File: config.mk
export PLATFORM = sky130hd
export DESIGN_NAME = json_byte_tokenizer_core
export DESIGN_NICKNAME = d
export VERILOG_FILES = /design/src/rtl/jbt_pkg.sv /design/src/rtl/json_byte_tokenizer_core.sv
export VERILOG_INCLUDE_DIRS = /design/src /design/src/rtl
export SDC_FILE = /design/constraint.sdc
export NUM_CORES = 1
export LEC_CHECK = 0
export ABC_AREA = 1
export BUFFER_PORTS_ARGS = -buffer_cell sky130_fd_sc_hd__buf_2
export CAP_MARGIN = 20
export CORE_UTILIZATION = 40
export DETAILED_ROUTE_END_ITERATION = 8
export GPL_TIMING_DRIVEN = 0
export HOLD_SLACK_MARGIN = 0.1
export MAX_ROUTING_LAYER = met4
export PLACE_DENSITY = 0.65
export SLEW_MARGIN = 15
export SYNTH_ARGS = -nofsm -noshare
export SYNTH_HDL_FRONTEND = slang
export SYNTH_SLANG_ARGS = --single-unit
File: constraint.sdc
create_clock -name clk_i -period 8.2 [get_ports clk_i]
set_input_delay 1.23 -clock clk_i [delete_from_list [all_inputs] [get_ports clk_i]]
set_output_delay 1.23 -clock clk_i [all_outputs]
set_load 0.005 [all_outputs]
File: src/rtl/json_byte_tokenizer_core_defines.svh
// ----------------------------------------------------------------------------
// JSON byte tokenizer assertion macros
// Concurrent check helpers shared by the tokenizer RTL.
// ----------------------------------------------------------------------------
`ifndef JSON_BYTE_TOKENIZER_CORE_DEFINES_SVH
`define JSON_BYTE_TOKENIZER_CORE_DEFINES_SVH

// Check clocked on clk_i, switched off while reset is asserted
`define JBT_ASSERT(lbl, prop, msg) \
  lbl: assert property (@(posedge clk_i) disable iff (!rst_ni) prop) else $error(msg);

// Check clocked on clk_i that also holds during reset
`define JBT_ASSERT_ALWAYS(lbl, prop, msg) \
  lbl: assert property (@(posedge clk_i) prop) else $error(msg);

`endif

File: src/rtl/jbt_pkg.sv
// ----------------------------------------------------------------------------
// JSON byte tokenizer package
// Lexer mode, number phase, token kind and error codes, character helpers.
// ----------------------------------------------------------------------------
package jbt_pkg;

  // Lexer modes
  localparam logic [2:0] MODE_IDLE    = 3'd0;
  localparam logic [2:0] MODE_STRING  = 3'd1;
  localparam logic [2:0] MODE_HEX     = 3'd2;
  localparam logic [2:0] MODE_NUMBER  = 3'd3;
  localparam logic [2:0] MODE_KEYWORD = 3'd4;

  // Number sub-states
  localparam logic [2:0] PH_SIGN    = 3'd0;
  localparam logic [2:0] PH_INT     = 3'd1;
  localparam logic [2:0] PH_POINT   = 3'd2;
  localparam logic [2:0] PH_FRAC    = 3'd3;
  localparam logic [2:0] PH_EXP     = 3'd4;
  localparam logic [2:0] PH_EXPSIGN = 3'd5;
  localparam logic [2:0] PH_EXPDIG  = 3'd6;

  // Token kinds
  localparam logic [3:0] KIND_LBRACE = 4'd0;
  localparam logic [3:0] KIND_RBRACE = 4'd1;
  localparam logic [3:0] KIND_LBRACK = 4'd2;
  localparam logic [3:0] KIND_RBRACK = 4'd3;
  localparam logic [3:0] KIND_COLON  = 4'd4;
  localparam logic [3:0] KIND_COMMA  = 4'd5;
  localparam logic [3:0] KIND_STRING = 4'd6;
  localparam logic [3:0] KIND_NUMBER = 4'd7;
  localparam logic [3:0] KIND_BOOL   = 4'd8;
  localparam logic [3:0] KIND_NULL   = 4'd9;
  localparam logic [3:0] KIND_END    = 4'd10;

  // Error codes
  localparam logic [2:0] ERR_OK       = 3'd0;
  localparam logic [2:0] ERR_NUMBER   = 3'd1;
  localparam logic [2:0] ERR_KEYWORD  = 3'd2;
  localparam logic [2:0] ERR_ESCAPE   = 3'd3;
  localparam logic [2:0] ERR_HEX      = 3'd4;
  localparam logic [2:0] ERR_START    = 3'd5;
  localparam logic [2:0] ERR_UNTERM   = 3'd6;
  localparam logic [2:0] ERR_DANGLING = 3'd7;

  // Keyword selectors
  localparam logic [1:0] KW_TRUE  = 2'd0;
  localparam logic [1:0] KW_FALSE = 2'd1;
  localparam logic [1:0] KW_NULL  = 2'd2;

  localparam logic [2:0] HEX_DIGITS = 3'd4;

  function automatic logic is_space(logic [7:0] c);
    return (c == 8'h20) || ((c >= 8'd9) && (c <= 8'd13));
  endfunction

  function automatic logic is_digit(logic [7:0] c);
    return (c >= "0") && (c <= "9");
  endfunction

  function automatic logic is_hex(logic [7:0] c);
    return is_digit(c) || ((c >= "a") && (c <= "f")) || ((c >= "A") && (c <= "F"));
  endfunction

  // Structural character: bit 4 set when c is one, low bits give the kind
  function automatic logic [4:0] struct_kind(logic [7:0] c);
    logic [4:0] r;
    case (c)
      "{":     r = {1'b1, KIND_LBRACE};
      "}":     r = {1'b1, KIND_RBRACE};
      "[":     r = {1'b1, KIND_LBRACK};
      "]":     r = {1'b1, KIND_RBRACK};
      ":":     r = {1'b1, KIND_COLON};
      ",":     r = {1'b1, KIND_COMMA};
      default: r = 5'd0;
    endcase
    return r;
  endfunction

  function automatic logic [2:0] kw_len(logic [1:0] w);
    return (w == KW_FALSE) ? 3'd5 : 3'd4;
  endfunction

  // Keyword spelling; selector three aliases null
  function automatic logic [7:0] kw_char(logic [1:0] w, logic [2:0] idx);
    logic [7:0] r;
    r = 8'd0;
    case (w)
      KW_TRUE: begin
        case (idx)
          3'd0:    r = "t";
          3'd1:    r = "r";
          3'd2:    r = "u";
          3'd3:    r = "e";
          default: r = 8'd0;
        endcase
      end
      KW_FALSE: begin
        case (idx)
          3'd0:    r = "f";
          3'd1:    r = "a";
          3'd2:    r = "l";
          3'd3:    r = "s";
          3'd4:    r = "e";
          default: r = 8'd0;
        endcase
      end
      default: begin
        case (idx)
          3'd0:    r = "n";
          3'd1:    r = "u";
          3'd2:    r = "l";
          3'd3:    r = "l";
          default: r = 8'd0;
        endcase
      end
    endcase
    return r;
  endfunction

  function automatic logic [3:0] kw_kind(logic [1:0] w);
    return (w < 2'd2) ? KIND_BOOL : KIND_NULL;
  endfunction

  function automatic logic number_complete(logic [2:0] p);
    return (p == PH_INT) || (p == PH_FRAC) || (p == PH_EXPDIG);
  endfunction

endpackage

File: src/rtl/json_byte_tokenizer_core.sv
// ----------------------------------------------------------------------------
// JSON byte tokenizer core
// Splits a JSON byte stream into tokens: value bytes plus a token-end record.
// ----------------------------------------------------------------------------
//
//  channel  | dir | tdata                                   | tuser        | tlast
//  ---------+-----+-----------------------------------------+--------------+----------
//  s_axis   | in  | text_byte                               | -            | last byte
//  m_axis   | out | content_byte, start_line, start_column, | token_kind,  | token_end
//           |     | error_code                              | content_valid|
//
//  One byte is taken per cycle; the lexer state updates in that cycle and its
//  zero to two records land in a four-entry output queue.
//  Records leave at one per cycle while m_axis_tready_i is high; bytes giving two
//  records (escapes, structural delimiter after a number) queue both at once.
//  Input is taken while the queue has room for two records.
//  Reset (async, active low) empties the queue and returns to line 1, column 1.
//
`include "json_byte_tokenizer_core_defines.svh"

module json_byte_tokenizer_core
  import jbt_pkg::*;
#(
  parameter int LINE_BITS   = 20,
  parameter int COLUMN_BITS = 16
) (
  input  logic       clk_i,
  input  logic       rst_ni,
  // text_byte [7:0]
  input  logic [7:0] s_axis_tdata_i,
  input  logic       s_axis_tvalid_i,
  output logic       s_axis_tready_o,
  input  logic       s_axis_tlast_i,
  // content_byte, start_line, start_column, error_code (lowest first)
  output logic [((8 + LINE_BITS + COLUMN_BITS + 3 + 7) / 8) * 8 - 1:0] m_axis_tdata_o,
  // token_kind [3:0], content_valid [4]
  output logic [4:0] m_axis_tuser_o,
  output logic       m_axis_tvalid_o,
  input  logic       m_axis_tready_i,
  output logic       m_axis_tlast_o
);

  localparam int OUT_W = ((8 + LINE_BITS + COLUMN_BITS + 3 + 7) / 8) * 8;
  localparam int DEPTH = 4;

  localparam logic [LINE_BITS-1:0]   LINE_MAX = '1;
  localparam logic [COLUMN_BITS-1:0] COL_MAX  = '1;
  localparam logic [LINE_BITS-1:0]   LINE_ONE = LINE_BITS'(1);
  localparam logic [COLUMN_BITS-1:0] COL_ONE  = COLUMN_BITS'(1);

  typedef struct packed {
    logic [3:0]             kind;
    logic                   cv;
    logic [7:0]             cbyte;
    logic                   te;
    logic [LINE_BITS-1:0]   line;
    logic [COLUMN_BITS-1:0] col;
    logic [2:0]             err;
  } rec_t;

  function automatic rec_t mk_rec(logic [3:0] kind, logic cv, logic [7:0] cb, logic te,
                                  logic [LINE_BITS-1:0] line, logic [COLUMN_BITS-1:0] col,
                                  logic [2:0] err);
    rec_t r;
    r.kind  = kind;
    r.cv    = cv;
    r.cbyte = cv ? cb : 8'd0;
    r.te    = te;
    r.line  = line;
    r.col   = col;
    r.err   = err;
    return r;
  endfunction

  // Lexer state
  logic [2:0]             mode_q, mode_d;
  logic [2:0]             phase_q, phase_d;
  logic [1:0]             which_q, which_d;
  logic [2:0]             kidx_q, kidx_d;
  logic                   esc_q, esc_d;
  logic [2:0]             hex_q, hex_d;
  logic [LINE_BITS-1:0]   cur_line_q, cur_line_d;
  logic [COLUMN_BITS-1:0] cur_col_q, cur_col_d;
  logic [LINE_BITS-1:0]   tok_line_q, tok_line_d;
  logic [COLUMN_BITS-1:0] tok_col_q, tok_col_d;

  // Output queue
  rec_t       q_q [DEPTH];
  rec_t       q_d [DEPTH];
  logic [2:0] cnt_q, cnt_d;

  rec_t [1:0] rec;
  logic [1:0] n_rec;

  logic [7:0] c;
  logic       in_acc, out_pop;

  assign c               = s_axis_tdata_i;
  assign s_axis_tready_o = (cnt_q <= 3'd2);
  assign in_acc          = s_axis_tvalid_i && s_axis_tready_o;
  assign m_axis_tvalid_o = (cnt_q != 3'd0);
  assign out_pop         = m_axis_tvalid_o && m_axis_tready_i;

  // Per-byte lexer step
  always_comb begin
    logic       do_start;
    logic [4:0] sk;
    logic [2:0] p;
    logic       ok;
    logic [2:0] idx_n;
    logic [2:0] hex_n;
    logic [3:0] k_kind;
    logic [2:0] k_err;

    mode_d     = mode_q;
    phase_d    = phase_q;
    which_d    = which_q;
    kidx_d     = kidx_q;
    esc_d      = esc_q;
    hex_d      = hex_q;
    cur_line_d = cur_line_q;
    cur_col_d  = cur_col_q;
    tok_line_d = tok_line_q;
    tok_col_d  = tok_col_q;
    rec        = '0;
    n_rec      = 2'd0;
    do_start   = 1'b0;
    sk         = struct_kind(c);
    p          = phase_q;
    ok         = 1'b1;
    idx_n      = kidx_q + 3'd1;
    hex_n      = hex_q + 3'd1;
    k_kind     = KIND_END;
    k_err      = ERR_OK;

    case (mode_q)
      MODE_STRING: begin
        if (esc_q) begin
          esc_d = 1'b0;
          if (c == "b" || c == "f" || c == "n" || c == "r" || c == "t") begin
            rec[0] = mk_rec(KIND_STRING, 1'b1, "\\", 1'b0, tok_line_q, tok_col_q, ERR_OK);
            rec[1] = mk_rec(KIND_STRING, 1'b1, c, 1'b0, tok_line_q, tok_col_q, ERR_OK);
            n_rec  = 2'd2;
          end else if (c == "\"" || c == "\\" || c == "/") begin
            rec[0] = mk_rec(KIND_STRING, 1'b1, c, 1'b0, tok_line_q, tok_col_q, ERR_OK);
            n_rec  = 2'd1;
          end else if (c == "u") begin
            mode_d = MODE_HEX;
            hex_d  = 3'd0;
          end else begin
            rec[0] = mk_rec(KIND_STRING, 1'b0, 8'd0, 1'b1, tok_line_q, tok_col_q, ERR_ESCAPE);
            n_rec  = 2'd1;
            mode_d = MODE_IDLE;
          end
        end else if (c == "\"") begin
          rec[0] = mk_rec(KIND_STRING, 1'b0, 8'd0, 1'b1, tok_line_q, tok_col_q, ERR_OK);
          n_rec  = 2'd1;
          mode_d = MODE_IDLE;
        end else if (c == "\\") begin
          esc_d = 1'b1;
        end else begin
          rec[0] = mk_rec(KIND_STRING, 1'b1, c, 1'b0, tok_line_q, tok_col_q, ERR_OK);
          n_rec  = 2'd1;
        end
      end
      MODE_HEX: begin
        if (is_hex(c)) begin
          rec[0] = mk_rec(KIND_STRING, 1'b1, c, 1'b0, tok_line_q, tok_col_q, ERR_OK);
          n_rec  = 2'd1;
          if (hex_n >= HEX_DIGITS) begin
            mode_d = MODE_STRING;
            hex_d  = 3'd0;
          end else begin
            hex_d = hex_n;
          end
        end else begin
          rec[0] = mk_rec(KIND_STRING, 1'b0, 8'd0, 1'b1, tok_line_q, tok_col_q, ERR_HEX);
          n_rec  = 2'd1;
          mode_d = MODE_IDLE;
        end
      end
      MODE_NUMBER: begin
        if (is_space(c) || sk[4]) begin
          // delimiter closes the number and is then lexed afresh
          rec[0]   = mk_rec(KIND_NUMBER, 1'b0, 8'd0, 1'b1, tok_line_q, tok_col_q,
                            number_complete(phase_q) ? ERR_OK : ERR_NUMBER);
          n_rec    = 2'd1;
          do_start = 1'b1;
        end else begin
          if (is_digit(c)) begin
            if (p == PH_SIGN) p = PH_INT;
            else if (p == PH_POINT) p = PH_FRAC;
            else if (p == PH_EXP || p == PH_EXPSIGN) p = PH_EXPDIG;
          end else if (c == "." && p == PH_INT) begin
            p = PH_POINT;
          end else if ((c == "e" || c == "E") && (p == PH_INT || p == PH_FRAC)) begin
            p = PH_EXP;
          end else if ((c == "+" || c == "-") && p == PH_EXP) begin
            p = PH_EXPSIGN;
          end else begin
            ok = 1'b0;
          end
          if (ok) begin
            phase_d = p;
            rec[0]  = mk_rec(KIND_NUMBER, 1'b1, c, 1'b0, tok_line_q, tok_col_q, ERR_OK);
          end else begin
            rec[0]  = mk_rec(KIND_NUMBER, 1'b0, 8'd0, 1'b1, tok_line_q, tok_col_q, ERR_NUMBER);
            mode_d  = MODE_IDLE;
          end
          n_rec = 2'd1;
        end
      end
      MODE_KEYWORD: begin
        if ((kidx_q < kw_len(which_q)) && (c == kw_char(which_q, kidx_q))) begin
          kidx_d = idx_n;
          rec[0] = mk_rec(kw_kind(which_q), 1'b1, c, idx_n >= kw_len(which_q),
                          tok_line_q, tok_col_q, ERR_OK);
          if (idx_n >= kw_len(which_q)) mode_d = MODE_IDLE;
        end else begin
          rec[0] = mk_rec(kw_kind(which_q), 1'b0, 8'd0, 1'b1, tok_line_q, tok_col_q,
                          ERR_KEYWORD);
          mode_d = MODE_IDLE;
        end
        n_rec = 2'd1;
      end
      default: begin
        do_start = 1'b1;
      end
    endcase

    // Token start from idle, or on the delimiter that closes a number
    if (do_start) begin
      tok_line_d = cur_line_q;
      tok_col_d  = cur_col_q;
      mode_d     = MODE_IDLE;
      if (is_space(c)) begin
        mode_d = MODE_IDLE;
      end else if (sk[4]) begin
        rec[n_rec[0]] = mk_rec(sk[3:0], 1'b1, c, 1'b1, cur_line_q, cur_col_q, ERR_OK);
        n_rec         = n_rec + 2'd1;
      end else if (c == "\"") begin
        mode_d = MODE_STRING;
        esc_d  = 1'b0;
        hex_d  = 3'd0;
      end else if (c == "t" || c == "f" || c == "n") begin
        mode_d  = MODE_KEYWORD;
        which_d = (c == "t") ? KW_TRUE : ((c == "f") ? KW_FALSE : KW_NULL);
        kidx_d  = 3'd1;
        rec[n_rec[0]] = mk_rec(kw_kind(which_d), 1'b1, c, 1'b0, cur_line_q, cur_col_q,
                               ERR_OK);
        n_rec   = n_rec + 2'd1;
      end else if (c == "+" || c == "-" || is_digit(c)) begin
        mode_d  = MODE_NUMBER;
        phase_d = is_digit(c) ? PH_INT : PH_SIGN;
        rec[n_rec[0]] = mk_rec(KIND_NUMBER, 1'b1, c, 1'b0, cur_line_q, cur_col_q, ERR_OK);
        n_rec   = n_rec + 2'd1;
      end else begin
        rec[n_rec[0]] = mk_rec(KIND_END, 1'b1, c, 1'b1, cur_line_q, cur_col_q, ERR_START);
        n_rec         = n_rec + 2'd1;
      end
    end

    // Position, saturating
    if (c == 8'h0A) begin
      if (cur_line_q < LINE_MAX) cur_line_d = cur_line_q + LINE_ONE;
      cur_col_d = COL_ONE;
    end else if (cur_col_q < COL_MAX) begin
      cur_col_d = cur_col_q + COL_ONE;
    end

    // End of text: close the open token, mark the end, back to reset state
    if (s_axis_tlast_i) begin
      if (mode_d != MODE_IDLE) begin
        if (mode_d == MODE_STRING) begin
          k_kind = KIND_STRING;
          k_err  = esc_d ? ERR_DANGLING : ERR_UNTERM;
        end else if (mode_d == MODE_HEX) begin
          k_kind = KIND_STRING;
          k_err  = ERR_HEX;
        end else if (mode_d == MODE_NUMBER) begin
          k_kind = KIND_NUMBER;
          k_err  = number_complete(phase_d) ? ERR_OK : ERR_NUMBER;
        end else begin
          k_kind = kw_kind(which_d);
          k_err  = ERR_KEYWORD;
        end
        if (n_rec != 2'd0 && !rec[n_rec[1]].te) begin
          rec[n_rec[1]].te  = 1'b1;
          rec[n_rec[1]].err = k_err;
        end else if (n_rec < 2'd2) begin
          rec[n_rec[0]] = mk_rec(k_kind, 1'b0, 8'd0, 1'b1, tok_line_d, tok_col_d, k_err);
          n_rec         = n_rec + 2'd1;
        end
      end
      if (n_rec < 2'd2) begin
        rec[n_rec[0]] = mk_rec(KIND_END, 1'b0, 8'd0, 1'b1, cur_line_d, cur_col_d, ERR_OK);
        n_rec         = n_rec + 2'd1;
      end
      mode_d     = MODE_IDLE;
      phase_d    = PH_SIGN;
      which_d    = 2'd0;
      kidx_d     = 3'd0;
      esc_d      = 1'b0;
      hex_d      = 3'd0;
      cur_line_d = LINE_ONE;
      cur_col_d  = COL_ONE;
      tok_line_d = LINE_ONE;
      tok_col_d  = COL_ONE;
    end
  end

  // Output queue: shift out at the head, append new records behind
  always_comb begin
    logic [2:0] base;
    base = cnt_q - {2'd0, out_pop};
    for (int i = 0; i < DEPTH - 1; i++) begin
      q_d[i] = out_pop ? q_q[i+1] : q_q[i];
    end
    q_d[DEPTH-1] = q_q[DEPTH-1];
    if (in_acc) begin
      for (int i = 0; i < DEPTH; i++) begin
        if (n_rec != 2'd0 && 3'(i) == base) q_d[i] = rec[0];
        if (n_rec == 2'd2 && 3'(i) == base + 3'd1) q_d[i] = rec[1];
      end
    end
    cnt_d = base + (in_acc ? {1'b0, n_rec} : 3'd0);
  end

  // Lexer state registers
  always_ff @(posedge clk_i or negedge rst_ni) begin
    if (!rst_ni) begin
      mode_q     <= MODE_IDLE;
      phase_q    <= PH_SIGN;
      which_q    <= 2'd0;
      kidx_q     <= 3'd0;
      esc_q      <= 1'b0;
      hex_q      <= 3'd0;
      cur_line_q <= LINE_ONE;
      cur_col_q  <= COL_ONE;
      tok_line_q <= LINE_ONE;
      tok_col_q  <= COL_ONE;
      cnt_q      <= 3'd0;
    end else begin
      if (in_acc) begin
        mode_q     <= mode_d;
        phase_q    <= phase_d;
        which_q    <= which_d;
        kidx_q     <= kidx_d;
        esc_q      <= esc_d;
        hex_q      <= hex_d;
        cur_line_q <= cur_line_d;
        cur_col_q  <= cur_col_d;
        tok_line_q <= tok_line_d;
        tok_col_q  <= tok_col_d;
      end
      cnt_q <= cnt_d;
    end
  end

  // Queue payload, no reset needed
  always_ff @(posedge clk_i) begin
    for (int i = 0; i < DEPTH; i++) begin
      q_q[i] <= q_d[i];
    end
  end

  // Head record onto the master side
  assign m_axis_tdata_o = OUT_W'({q_q[0].err, q_q[0].col, q_q[0].line, q_q[0].cbyte});
  assign m_axis_tuser_o = {q_q[0].cv, q_q[0].kind};
  assign m_axis_tlast_o = q_q[0].te;

  // Checks
  `JBT_ASSERT(a_cnt_bound, cnt_q <= 3'(DEPTH), "output queue overfilled")
  `JBT_ASSERT(a_last_gives_rec, in_acc && s_axis_tlast_i |-> n_rec != 2'd0,
              "final byte gave no record")
  `JBT_ASSERT(a_last_resets, in_acc && s_axis_tlast_i |=>
              mode_q == MODE_IDLE && cur_line_q == LINE_ONE && cur_col_q == COL_ONE,
              "lexer not back at reset state after final byte")
  `JBT_ASSERT(a_err_on_end, m_axis_tvalid_o |-> (q_q[0].err == ERR_OK || q_q[0].te),
              "error code on a record that ends no token")

endmodule
Word level (Yosys, flattened, before mapping)
Memory sizes are Yosys's and may differ from the RTL's. Cells that the tools add are included.

Output and inout port bits: 56. Logic and storage cells: 347. Bits of input ports: 13. Memories: 1. Bits in read-only memories: 0. Latch bits: 0. Flip-flop bits (word level): 90. Memory bits (writable): 212.

Memory list: q_q (depth 4, bits a word 53, read ports 4, clocked after memory_dff 0, write ports 4, RTL line json_byte_tokenizer_core.sv:88) `rec_t q_q [DEPTH];`.

Add/sub/neg operators: 10. $mul: 0. Order comparisons: 27. Muxes and demuxes: 191. Shift-type cells: 0. Reduce and logical (&&, ||, !) cells: 56. Eq/ne operators: 51. Divide/modulo/power cells: 0. Bitwise logic cells: 0.

Operators by type and width (count): 106-bit 2-to-1 mux (12); 106-bit bitwise mux (8); 53-bit 2-to-1 mux (16); 52-bit 2-to-1 mux (7); 53-bit demux with 1-bit select (5); 212-bit 2-to-1 mux (1); 53-bit case mux with 4 select lines (1); 49-bit 2-to-1 mux (4); 3-bit 2-to-1 mux (57); 40-bit 2-to-1 mux (3); 8-bit by 7-bit equality test with 1-bit output (second input constant) (13); 20-bit 2-to-1 mux (5); 16-bit 2-to-1 mux (5); 8-bit by 6-bit equality test with 1-bit output (second input constant) (8); 2-bit 2-to-1 mux (24); 7-bit case mux with 5 select lines (1); 5-bit case mux with 6 select lines (1); 1-bit 2-to-1 mux (28); 7-bit case mux with 4 select lines (1); 3-bit by 2-bit equality test with 1-bit output (second input constant) (9); 1-bit logical AND (23); 7-bit case mux with 3 select lines (1); 20-bit by 1-bit adder with 20-bit output (second input constant) (1); 1-bit logical OR (20); 42 further kinds (81).

Logic depth before layout (Yosys ltp)
Depth in word-level cells: 38. Mapped depth: 32.

Worst setup path before layout
No wires, ideal clock.

Path type: input-to-reg. Start point: input s_axis_tdata_i[3]. End point: memory q_q[3][0] (netlist name) (enable). Stages: 30. Library setup time: 0.481 ns. Required time: 7.719 ns. Arrival time: 6.992 ns. Buffers on the path: 5. Setup slack: 0.727 ns. Cells stage by stage: buf_4 -> inv_2 -> nor2_1 -> nand2_1 -> nand2_1 -> nand2_1 -> inv_2 -> nor2_4 -> nand2_2 -> nand2_2 -> nand2_4 -> nand3_2 -> inv_2 -> nor2_2 -> clkbuf_1 -> ha_1 -> inv_1 -> nand4_4 -> nand2_2 -> nand2_1 -> nand2_1 -> nand2_1 -> nand3_2 -> nand2_4 -> and2_1 -> buf_4 -> nand2_2 -> buf_6 -> buf_4 -> a21oi_1.

RTL lines: start: declaration (RTL line json_byte_tokenizer_core.sv:30) `input logic [7:0] s_axis_tdata_i,`; end: declaration (RTL line json_byte_tokenizer_core.sv:88).

==> flow_summary_export.csv <==
group,metric,value,unit
run_status,status,"finished with violations",
run_status,violations,"DRC",
hold_path,hold_path_class,"in2async",
die,die_w,247,µm
die,die-area,0.0611,mm²
grt,grt_start_max_net_pins,76,
placed_design,dp_hpwl,87600,µm
die,core,0.0592,mm²
worst_setup_path,critPathMaxStageDelay,0.58,ns
drt,vias_per_cell,5.98,
drt,wl_per_cell,24.0,µm
grt,grt_pass1_wl,165000,µm
timing,rsz0062_at_grt,"no",
layout,final_area,0.0267,mm²
clock_network,cts_hold_buffers,0,
worst_setup_path,arrival,7.14,ns
synth,ys_top_cells_by_count,"nand2_1 (1219), nand3_1 (502), inv_1 (242)",
clock_network,numCtsBuffers,39,
placed_design,globalplace.congestion,1.02,
synth,ys.flop_type,"dfxtp_1",
grt,grt_usage,0.374,
timing,setup_viol,0,
clock_network,clockBufferDepth,3,
synth,synth_warnings,0,
die,initial_core_util,0.406,
worst_setup_path,required,8.47,ns
grt,grt_pass1_vias,25263,
grt,globalRoute.totalOverflow,0,
placed_design,dpl_cell_area,0.0255,mm²
synth,async_flop_share,0.298,
timing,finalSetupTns,0,ns
drt,antenna_left,0,
drt,vias,28146,
worst_setup_path,rr_startpoint,"esc_q$_DFFE_PN0P_",
layout,instances_no_fill,4709,
timing,finClkSkew,0.0432,ns
placed_design,io_buffers,62,
synth,synth_largest_area_cell,"nand2_1",
clock_network,cts_setup_buffers,0,
worst_setup_path,path_common_cell,"nand2_1",
timing,relSlewSlack,0.149,
flow_run,cap_viol_max_count,0,
synth,ys_ff_latch,302,
drt,drtIter0Drc,4047,
layout,layout-drive-gt1-share,0.108,
timing,slew_viol_final,0,
synth,yosysMostFrequentCell,"nand2_1",
worst_setup_path,slowest_stage,"nor2_2",
die,ios,69,
timing,max_freq,146,MHz
layout,nFillCells,6285,
clock_network,ctsResizeCount,0,
synth,synthCells,3797,
clock_network,cts_tree,"built",
die,die_h,247,µm
die,row_count,89,
layout,syn2layout_area_growth,11.0,%
placed_design,preCtsSetupSlack,0.986,ns
worst_setup_path,worstPathMaxFanout,14,
worst_setup_path,start_kind,"input port",
synth,netlist_area,0.0240,mm²
synth,yosysSeqAreaShare,0.293,
clock_network,h-tree-depth,2,
drt,first_pass_iters,8,
power,p_leak,13.0,nW
worst_setup_path,cp_num_buf_inv,10,
timing,period_needed,6.87,ns
power,peakVddDrop,0.290,mV
worst_setup_path,endpoint_kind,"flop",
grt,antenna_found_initial,2,
clock_network,clkSinkCount,302,
clock_network,path_clk_slew,0.06,ns
placed_design,dp_cells,4637,
worst_setup_path,startpoint,"s_axis_tdata_i[7]",
clock_network,root_buffer,"clkbuf_16",
synth,yosysUniqueCellTypes,58,
worst_setup_path,cp_top_family,"simple AND/OR/NAND/NOR gates",
timing,tightest_slew,1.27,ns
timing,setup_slack,1.33,ns
synth,avgSynthCellArea,6.33,µm²
clock_network,worstSkewPairLatency,0.59,ns
layout,fin_nets,3936,
drt,drt_wl_total,113000,µm
worst_setup_path,critPathKind,"in2reg",
drt,drt_drc_violations_left,8,
synth,synth_edf_count,53,
power,power.density,541,mW/mm²
timing,fin_crit_sh,0.837,
synth,yosys-top-cells-area,"nand2_1 (19%), dfxtp_1 (13%), nand3_1 (10%)",
synth,synth_top_area_frac,0.190,
timing,hold_viol_final,0,
synth,synth_nets,3827,
-- state kept, by name, indices dropped and copies added, names as in the netlist --
register / flops
tok_col_q: 16
kidx_q: 3
cur_col_q: 16
mode_q: 3
which_q: 2
esc_q: 1
cur_line_q: 20
phase_q: 3
hex_q: 3
cnt_q: 3
q_q: 212
tok_line_q: 20
-- worst register-to-register path: stages (launching register included) --
cell      delay (ns)
dfrtp_1         0.35
buf_2           0.18
inv_1           0.25
nor2_1          0.11
nand2_1         0.45
inv_1           0.29
nor2_2          0.58
clkbuf_1        0.58
ha_1            0.29
inv_1           0.08
nand4_4         0.15
nand2_2         0.11
nand2_1         0.07
nand2_1         0.17
nand2_1         0.14
nand3_2         0.10
nand2_4         0.16
and2_1          0.15
buf_4           0.13
nand2_2         0.10
buf_6           0.26
buf_4           0.22
a21oi_4         0.58
buf_16          0.25
buf_16          0.18
-- path summary, 6_finish.rpt --
check | slack [ns] | cells past startpoint | endpoint
worst min-delay path | 0.50 | 1 | cnt_q[0]$_DFF_PN0_
max in group asynchronous | 6.98 | 2 | tok_col_q[0]$_DFFE_PN1P_
min in group clk_i | 0.52 | 2 | hex_q[2]$_DFFE_PN0P_
worst max register to register | 1.98 | 24 | q_q[3][12]$_DFFE_PP_
worst min register to register | 0.52 | 2 | hex_q[2]$_DFFE_PN0P_
worst max-delay path | 1.33 | 27 | q_q[3][12]$_DFFE_PP_
-- stage by stage --
step | power, mW | hold WS [ns] | util
global route | 15.2 | 0.508 | 0.450
global placement | 12.1 | 0.511 | 0.427
detailed placement | 12.2 | 0.511 | 0.430
floorplan | 8.77 | 0.480 | -
CTS | 13.9 | 0.496 | 0.450
finish | 14.4 | 0.496 | 0.450
-- final cells by class --
type,instances,area [µm²],area share
well taps,773,967,0.0362
multi-input cells,2973,14900,0.557
inverters,266,1000,0.0375
repair buffers,68,449,0.0168
plain buffers,256,1170,0.0437
flip-flops and latches,302,7030,0.263
diodes,2,5.00,0.000188
clock inverters,16,133,0.00497
clock buffers,53,1080,0.0404
-- cells by family (layout without fill, tap and decap cells) --
| kind of cell | Yosys count | count (layout) | share of synthesized area |
|---|---|---|---|
| simple gates | 2341 | 2341 | 0.436 |
| buf+inv | 522 | 659 | 0.0902 |
| compound gates | 476 | 476 | 0.116 |
| flops | 302 | 302 | 0.293 |
| mux | 113 | 113 | 0.0471 |
| xor+xnor | 25 | 25 | 0.00911 |
| fa+ha+maj | 17 | 17 | 0.00916 |
| other cells | 1 | 3 | 0.000156 |
-- routing by layer --
metal	track usage	vias up	share of wire
met2	0.540	1915	0.42
li1	-	12952	-
met3	0.0767	291	0.12
met4	0.159	0	0.045
met1	0.502	12988	0.41
met5	-	-	0
-- cells in the final DEF (no fill, tap or decap), drive strengths merged, types with 2 or more instances in the layout --
cell type and count:
nand2 1241, dfstp 4, ha 16, a31oi 2, xor2 23, xnor2 2
o31ai 4, o21ai 255, nor2 219, clkinv 18, diode 2, buf 158
dfxtp 159, nand3b 3, o211ai 11, o221ai 3, a21oi 48, edfxtp 53
clkbuf 219, or2 149, nand3 506, mux2i 113, a31o 2, a211oi 13
o21bai 26, nor4 9, a221oi 2, a32oi 9, nor3 37, and3 19
nand4 156, o22ai 96, inv 263, dfrtp 86
-- power breakdown --
group	total [mW]	internal, mW	switching (mW)	leakage [nW]
Sequential	2.62	2.19	0.428	3.04
Combinational	10.1	2.85	7.25	9.38
Clock	1.71	0.957	0.755	0.607
No activity file was read; power rests on OpenSTA's default activity.
